**src/design/kes_pkg.sv**
```systemverilog
`timescale 1ns / 1ps
// ----------------------------------------------------------------------------
// kes_pkg
// Shared types and defaults for the key exchange sorter.
// ----------------------------------------------------------------------------
package kes_pkg;

    localparam int MAX_KEYS_DEF = 64;
    localparam int KEY_BITS_DEF = 19;

    // Sequencer states
    typedef enum logic [2:0] {
        ST_LOAD,
        ST_RD_I,
        ST_GET_I,
        ST_SCAN,
        ST_PUT_I,
        ST_ERD,
        ST_EWAIT
    } kes_state_t;

    // Key RAM port strobes
    typedef struct packed {
        logic wr_en;
        logic rd_en;
    } kes_mem_ctl_t;

endpackage

```
**src/design/kes_key_ram.sv**
```systemverilog
`timescale 1ns / 1ps
// ----------------------------------------------------------------------------
// kes_key_ram
// Key store: one write port, one read port with registered read data.
// ----------------------------------------------------------------------------
module kes_key_ram #(
    parameter int DEPTH = 64,
    parameter int WIDTH = 19,
    parameter int AW    = 6
) (
    input  logic                  clk,
    input  kes_pkg::kes_mem_ctl_t ctl,
    input  logic [AW-1:0]         wr_addr,
    input  logic [WIDTH-1:0]      wr_data,
    input  logic [AW-1:0]         rd_addr,
    output logic [WIDTH-1:0]      rd_data
);
    import kes_pkg::*;

    logic [WIDTH-1:0] mem [DEPTH];

    always_ff @(posedge clk)
    begin
        if (ctl.wr_en)
        begin
            mem[wr_addr] <= wr_data;
        end
    end

    // Hold read data until the next read
    always_ff @(posedge clk)
    begin
        if (ctl.rd_en)
        begin
            rd_data <= mem[rd_addr];
        end
    end

endmodule

```
**src/design/kes_ctrl.sv**
```systemverilog
`timescale 1ns / 1ps
// ----------------------------------------------------------------------------
// kes_ctrl
// Sequencer with the shared key comparator: load, exchange sort, emit.
// ----------------------------------------------------------------------------
module kes_ctrl #(
    parameter int MAX_KEYS = 64,
    parameter int KEY_BITS = 19,
    parameter int AW       = 6,
    parameter int CNT_W    = 7
) (
    input  logic                  clk,
    input  logic                  rst_n,
    input  logic                  in_valid,
    output logic                  in_ready,
    input  logic [KEY_BITS-1:0]   key,
    input  logic                  last,
    output logic                  out_valid,
    input  logic                  out_ready,
    output logic [KEY_BITS-1:0]   sorted_key,
    output logic                  end_of_list,
    output logic                  overflow,
    output kes_pkg::kes_mem_ctl_t mem_ctl,
    output logic [AW-1:0]         wr_addr,
    output logic [KEY_BITS-1:0]   wr_data,
    output logic [AW-1:0]         rd_addr,
    input  logic [KEY_BITS-1:0]   rd_data
);
    import kes_pkg::*;

    localparam logic [CNT_W-1:0] MAX_CNT = CNT_W'(MAX_KEYS);
    localparam logic [CNT_W-1:0] ONE     = CNT_W'(1);
    localparam logic [CNT_W-1:0] TWO     = CNT_W'(2);

    kes_state_t            state_reg, state_next;
    logic [CNT_W-1:0]      count_reg, count_next;
    logic                  drop_reg, drop_next;
    logic [CNT_W-1:0]      i_reg, i_next;
    logic [CNT_W-1:0]      j_reg, j_next;
    logic [AW-1:0]         jc_reg, jc_next;
    logic [KEY_BITS-1:0]   cur_reg, cur_next;
    logic                  out_valid_reg, out_valid_next;
    logic [KEY_BITS-1:0]   out_key_reg, out_key_next;
    logic                  out_end_reg, out_end_next;
    logic                  out_ovf_reg, out_ovf_next;

    logic                  in_fire;
    logic                  has_room;
    logic [CNT_W-1:0]      count_after;
    logic                  swap;
    logic                  out_load;
    logic                  more_i;
    logic                  last_k;

    assign in_fire     = in_valid && (state_reg == ST_LOAD);
    assign has_room    = count_reg < MAX_CNT;
    assign count_after = has_room ? count_reg + ONE : count_reg;
    assign swap        = rd_data < cur_reg;
    assign out_load    = !out_valid_reg || out_ready;
    assign more_i      = (i_reg + TWO) < count_reg;
    assign last_k      = i_reg == (count_reg - ONE);

    // Next state
    always_comb
    begin
        state_next = state_reg;
        unique case (state_reg)
            ST_LOAD:
            begin
                if (in_fire && last)
                begin
                    state_next = (count_after >= TWO) ? ST_RD_I : ST_ERD;
                end
            end
            ST_RD_I:  state_next = ST_GET_I;
            ST_GET_I: state_next = ST_SCAN;
            ST_SCAN:
            begin
                if (j_reg >= count_reg)
                begin
                    state_next = ST_PUT_I;
                end
            end
            ST_PUT_I: state_next = more_i ? ST_GET_I : ST_ERD;
            ST_ERD:   state_next = ST_EWAIT;
            ST_EWAIT:
            begin
                if (out_load)
                begin
                    state_next = last_k ? ST_LOAD : ST_ERD;
                end
            end
            default:  state_next = ST_LOAD;
        endcase
    end

    // Outputs and datapath next values
    always_comb
    begin
        in_ready       = 1'b0;
        mem_ctl        = '0;
        wr_addr        = count_reg[AW-1:0];
        wr_data        = key;
        rd_addr        = i_reg[AW-1:0];
        count_next     = count_reg;
        drop_next      = drop_reg;
        i_next         = i_reg;
        j_next         = j_reg;
        jc_next        = jc_reg;
        cur_next       = cur_reg;
        out_valid_next = out_valid_reg && !out_ready;
        out_key_next   = out_key_reg;
        out_end_next   = out_end_reg;
        out_ovf_next   = out_ovf_reg;
        unique case (state_reg)
            ST_LOAD:
            begin
                in_ready = 1'b1;
                if (in_fire)
                begin
                    // Store while room is left, else drop and flag
                    mem_ctl.wr_en = has_room;
                    count_next    = count_after;
                    drop_next     = drop_reg || !has_room;
                    i_next        = '0;
                end
            end
            ST_RD_I:
            begin
                mem_ctl.rd_en = 1'b1;
                j_next        = i_reg + ONE;
            end
            ST_GET_I:
            begin
                cur_next      = rd_data;
                mem_ctl.rd_en = 1'b1;
                rd_addr       = j_reg[AW-1:0];
                jc_next       = j_reg[AW-1:0];
                j_next        = j_reg + ONE;
            end
            ST_SCAN:
            begin
                // Compare key j against the running key of position i
                if (swap)
                begin
                    mem_ctl.wr_en = 1'b1;
                    wr_addr       = jc_reg;
                    wr_data       = cur_reg;
                    cur_next      = rd_data;
                end
                if (j_reg < count_reg)
                begin
                    mem_ctl.rd_en = 1'b1;
                    rd_addr       = j_reg[AW-1:0];
                    jc_next       = j_reg[AW-1:0];
                    j_next        = j_reg + ONE;
                end
            end
            ST_PUT_I:
            begin
                mem_ctl.wr_en = 1'b1;
                wr_addr       = i_reg[AW-1:0];
                wr_data       = cur_reg;
                if (more_i)
                begin
                    mem_ctl.rd_en = 1'b1;
                    rd_addr       = AW'(i_reg + ONE);
                    i_next        = i_reg + ONE;
                    j_next        = i_reg + TWO;
                end
                else
                begin
                    i_next = '0;
                end
            end
            ST_ERD:
            begin
                mem_ctl.rd_en = 1'b1;
            end
            ST_EWAIT:
            begin
                if (out_load)
                begin
                    out_valid_next = 1'b1;
                    out_key_next   = rd_data;
                    out_end_next   = last_k;
                    out_ovf_next   = drop_reg;
                    i_next         = i_reg + ONE;
                    if (last_k)
                    begin
                        count_next = '0;
                        drop_next  = 1'b0;
                    end
                end
            end
            default:
            begin
            end
        endcase
    end

    always_ff @(posedge clk or negedge rst_n)
    begin
        if (!rst_n)
        begin
            state_reg     <= ST_LOAD;
            count_reg     <= '0;
            drop_reg      <= 1'b0;
            out_valid_reg <= 1'b0;
        end
        else
        begin
            state_reg     <= state_next;
            count_reg     <= count_next;
            drop_reg      <= drop_next;
            out_valid_reg <= out_valid_next;
        end
    end

    always_ff @(posedge clk)
    begin
        i_reg       <= i_next;
        j_reg       <= j_next;
        jc_reg      <= jc_next;
        cur_reg     <= cur_next;
        out_key_reg <= out_key_next;
        out_end_reg <= out_end_next;
        out_ovf_reg <= out_ovf_next;
    end

    assign out_valid   = out_valid_reg;
    assign sorted_key  = out_key_reg;
    assign end_of_list = out_end_reg;
    assign overflow    = out_ovf_reg;

endmodule

```
**src/design/key_exchange_sorter_top.sv**
```systemverilog
`timescale 1ns / 1ps
// ----------------------------------------------------------------------------
// key_exchange_sorter_top
// Collects a list of keys, exchange-sorts it in a RAM, streams it out ascending.
// ----------------------------------------------------------------------------
//
//  Channel  Handshake            Payload                              Per list
//  -------  -------------------  -----------------------------------  --------------
//  in       in_valid / in_ready  key, last                            one per key
//  out      out_valid/out_ready  sorted_key, end_of_list, overflow    one per stored key
//
//  While loading, in_ready stays high. On the transfer carrying last the block
//  drops in_ready and sorts (a list of one key goes straight to emit), one key
//  compare per cycle on the single comparator against the one-read-port key RAM.
//  Emitting then reads each key from the RAM and loads it into the output register.
//  A stalled output holds its register and the sequencer; in_ready returns when
//  the last key of the list sits in the output register. Reset empties the list.
//
module key_exchange_sorter_top #(
    parameter int MAX_KEYS = kes_pkg::MAX_KEYS_DEF,
    parameter int KEY_BITS = kes_pkg::KEY_BITS_DEF
) (
    input  logic                clk,
    input  logic                rst_n,
    input  logic                in_valid,
    output logic                in_ready,
    input  logic [KEY_BITS-1:0] key,
    input  logic                last,
    output logic                out_valid,
    input  logic                out_ready,
    output logic [KEY_BITS-1:0] sorted_key,
    output logic                end_of_list,
    output logic                overflow
);
    import kes_pkg::*;

    // RAM address width and a count wide enough to hold MAX_KEYS itself
    localparam int AW    = (MAX_KEYS > 1) ? $clog2(MAX_KEYS) : 1;
    localparam int CNT_W = $clog2(MAX_KEYS + 1);

    kes_mem_ctl_t        mem_ctl;
    logic [AW-1:0]       wr_addr;
    logic [KEY_BITS-1:0] wr_data;
    logic [AW-1:0]       rd_addr;
    logic [KEY_BITS-1:0] rd_data;

    // Sequencer, comparator and output register
    kes_ctrl #(
        .MAX_KEYS (MAX_KEYS),
        .KEY_BITS (KEY_BITS),
        .AW       (AW),
        .CNT_W    (CNT_W)
    ) u_ctrl (
        .clk         (clk),
        .rst_n       (rst_n),
        .in_valid    (in_valid),
        .in_ready    (in_ready),
        .key         (key),
        .last        (last),
        .out_valid   (out_valid),
        .out_ready   (out_ready),
        .sorted_key  (sorted_key),
        .end_of_list (end_of_list),
        .overflow    (overflow),
        .mem_ctl     (mem_ctl),
        .wr_addr     (wr_addr),
        .wr_data     (wr_data),
        .rd_addr     (rd_addr),
        .rd_data     (rd_data)
    );

    // Key store; never read past the current fill, so no clearing is needed
    kes_key_ram #(
        .DEPTH (MAX_KEYS),
        .WIDTH (KEY_BITS),
        .AW    (AW)
    ) u_ram (
        .clk     (clk),
        .ctl     (mem_ctl),
        .wr_addr (wr_addr),
        .wr_data (wr_data),
        .rd_addr (rd_addr),
        .rd_data (rd_data)
    );

    // A list still streaming out keeps the input closed
    a_no_load_mid_list: assert property (@(posedge clk) disable iff (!rst_n)
        (out_valid && !end_of_list) |-> !in_ready)
        else $error("input open while sorted keys are still pending");

    // Closing transfer starts the sort or emit phase
    a_close_blocks: assert property (@(posedge clk) disable iff (!rst_n)
        (in_valid && in_ready && last) |=> !in_ready)
        else $error("input still open after list close");

    // Keys without last keep the block loading
    a_keep_loading: assert property (@(posedge clk) disable iff (!rst_n)
        (in_valid && in_ready && !last) |=> in_ready)
        else $error("input closed in the middle of a list load");

endmodule

```
**config.mk**
```make
export PLATFORM = sky130hd
export DESIGN_NAME = key_exchange_sorter_top
export DESIGN_NICKNAME = d
export VERILOG_FILES = /design/src/design/kes_pkg.sv /design/src/design/kes_key_ram.sv /design/src/design/kes_ctrl.sv /design/src/design/key_exchange_sorter_top.sv
export SDC_FILE = /design/constraint.sdc
export NUM_CORES = 2
export LEC_CHECK = 0
export BUFFER_PORTS_ARGS = -buffer_cell sky130_fd_sc_hd__buf_2
export CORE_MARGIN = 5
export CORE_UTILIZATION = 46
export CTS_CLUSTER_DIAMETER = 120
export DETAILED_ROUTE_END_ITERATION = 16
export MAX_ROUTING_LAYER = met4
export SYNTH_ARGS = -nofsm -noshare
export SYNTH_HDL_FRONTEND = slang
export SYNTH_SLANG_ARGS = --single-unit
```
**constraint.sdc**
```tcl
create_clock -name clk -period 6.35 [get_ports clk]
set_clock_uncertainty 0.05 [all_clocks]
set_input_delay 0.3175 -clock clk [delete_from_list [all_inputs] [get_ports clk]]
set_output_delay 0.3175 -clock clk [all_outputs]
set_load 0.05 [all_outputs]
```
==> results_dict.tcl <==
set metrics [dict create \
    dp.final_hpwl_um 88870 \
    synthFlopType "edfxtp_1" \
    synth_area_leader_cell "edfxtp_1" \
    synth-edff-count 1295 \
    rsz0062_at_grt "no" \
    yosysWarnings 0 \
    htreeDepth 4 \
    fin_crit_sh_pct 89.83 \
    port_buffers 46 \
    timing.rr.end "u_ram.rd_data[12]" \
    cp_data_arrival_time_ps 6120 \
    vias 33590 \
    hold_class "input port to flip-flop" \
    worstSkewPairLatency_ps 750 \
    max_freq_ghz 0.1753 \
    gr-total-overflow 0 \
    wirelength_um 149100 \
    worstSetupStartpoint "u_ctrl.i_reg[4]" \
    cp_max_fo 47 \
    setup_viol 0 \
    min_from "key[9]" \
    synth_cell_types 66 \
    post_drt_via_cell_ratio 5.908 \
    root_buffer "clkbuf_16" \
    grt_pass1_vias 31920 \
    grt_max_degree 108 \
    synth.most_common_cell "edfxtp_1" \
    rrSetupSlack_ps 650 \
    ant_nets 0 \
    die_h_um 350.7 \
    final-max-slew-violation-count 0 \
    clk_pin_slew_ps 60 \
    syn_to_final_growth_pct 14.24 \
    die_area_um2 123000 \
    syn-mean-instance-area_um2 13.65 \
    wl_per_cell_um 26.22 \
    clock-sinks 1307 \
    synth_top_cell_area_share_pct 72.84 \
    synth_compound_area_share_pct 5.405 \
    layout-drive-gt1-share_pct 13.08 \
    synth-xor-area-share_pct 0.3609 \
    regToRegStartpoint "u_ctrl.i_reg[4]" \
    core_area_um2 115700 \
    yosys_register_bits 1307 \
    synthTopCellsByCount "edfxtp_1, nand2_1, nand3_1, mux2i_1, clkbuf_1" \
    synth_top_family_by_area "simple AND/OR/NAND/NOR gates" \
    synth_simple_gate_area_share_pct 12.82 \
    rows 125 \
    fin_util_pct 52.69 \
    end_kind "flip-flop" \
    firstDrtPassIters 5 \
    ios 47 \
    start_util_pct 46.13 \
    grt_pass1_wl_um 218900 \
    nNetsFinal 4119 \
    regMostFlops "u_ram.mem" \
    die-width_um 350.7 \
    drc 0 \
    synth.area.top_cells "edfxtp_1, nand2_1, nand3_1, mux2i_1, a31oi_1" \
    antenna_found_initial 8 \
    synthArstFlopShare_pct 0.9181 \
    fin_crit_ps 5704 \
    synthCells 3911 \
    tightest_slew_ps 1238 \
    synthAdderAreaFrac_pct 0.8906 \
    drv_cap 0 \
    outcome "finished clean" \
    crit_end "u_ram.rd_data[12]" \
    final.setup.tns_ps 0 \
    r2r_cells 18 \
    cts_buffers 138 \
    cts_resized 0 \
    grt_usage_pct 24.81 \
    synth_fp_nets 3973 \
    drt_iter0_markers 4046 \
    clock_path_buffers 3 \
    yosysSeqAreaShare_pct 73.41 \
    hold_viol 0 \
    relSlewSlack_pct 17.48 \
    muxShareOfSynthArea_pct 4.734 \
    critPathKind "flip-flop to flip-flop" \
    place_congestion 0.8959 \
    cp-start-kind "flip-flop" \
    crit_required_ps 6760 \
    tritoncts "yes" \
    largest_register_ffs 1216 \
    synth_area_um2 53380 \
]
-- cells by family (layout without fill, tap and decap cells) --
| family | Yosys count | count (layout) |
|---|---|---|
| and+or+nand+nor | 1577 | 1577 |
| DFF | 1307 | 1307 |
| AOI/OAI and AO/OA | 397 | 397 |
| buffers and inverters | 320 | 567 |
| muxes | 250 | 250 |
| adders and majority gates | 38 | 38 |
| xor gates and xnor gates | 22 | 22 |
| other | 0 | 4 |
-- repair_timing --
action	in CTS	in global routing
buffers inserted	0	0
endpoints found under the hold margin	22	0
hold buffers	7	0
-- stage by stage --
stage / instances / area (µm²) / setup slack (ps) / hold slack [ps]
2_1_floorplan: 3911 / 53380 / 1812 / -28.09
3_3_place_gp: 5434 / 56600 / 640.4 / 165.8
3_5_place_dp: 5434 / 56600 / 758.5 / 163.7
4_1_cts: 5682 / 60970 / 706.4 / 251.4
5_1_grt: 5684 / 60980 / 336.3 / 299.2
6_report: 5686 / 60980 / 645.9 / 303.2
-- cells in the final DEF (no fill, tap or decap), types with 37 or more instances in the layout --
| cell type | Yosys | final |
|---|---|---|
| edfxtp_1 | 1295 | 1295 |
| nand2_1 | 873 | 872 |
| nand3_1 | 522 | 521 |
| mux2i_1 | 230 | 230 |
| buf_4 | 1 | 181 |
| clkbuf_16 | 0 | 145 |
| a31oi_1 | 128 | 128 |
| inv_1 | 67 | 67 |
| nor2_2 | 1 | 64 |
| buf_2 | 52 | 46 |
| a32oi_1 | 42 | 41 |
| a221oi_1 | 38 | 38 |
| ha_1 | 38 | 38 |
| a311oi_1 | 37 | 37 |
-- worst min-delay path by stage --
stage	to	slack [ps]	cells past startpoint
detailed placement	u_ctrl.out_valid	160	1
global route	u_ram.mem[57][9]	300	2
finish	u_ram.mem[59][9]	300	2
global placement	u_ctrl.count_reg[6]	170	1
CTS	u_ram.mem[59][9]	250	2
floorplan	u_ctrl.count_reg[0]	-30	0
-- layer usage --
metal	share of wire (%)	vias up	wire length, µm	GRT usage [%]
met5	0	-	0	-
met4	3.3	0	4854	8.293
met3	7.7	246	11420	3.809
met2	46	1389	68740	37.45
met1	43	16980	64100	34.88
li1	-	14980	-	-
-- layout make-up --
| class | instances | area [µm²] |
|---|---|---|
| clock inverters | 70 | 573.1 |
| multi-input cells | 2284 | 13200 |
| diodes | 4 | 10.01 |
| clock buffers | 171 | 3726 |
| repair buffers | 257 | 2120 |
| inverters | 69 | 259.0 |
| well taps | 1524 | 1907 |
| flip-flops and latches | 1307 | 39190 |
| fillers | 9577 | 54750 |
-- worst max-delay path: stages (launching register included) --
cell and delay [ps]:
edfxtp_1 520, and2_1 250, nand4_1 130, xnor2_1 170, ha_1 330, nand4_1 120, a21oi_1 320, nor2_1 180
ha_1 310, a22o_1 120, a221o_1 170, and3_4 480, buf_4 550, buf_4 550, mux2i_1 250, mux2i_1 90
a32oi_1 160, a31oi_1 100, or4_1 500
Power is left out: the tool's default activity adds up to more than one toggle a clock period on the data nets, which glitch-free logic cannot reach.
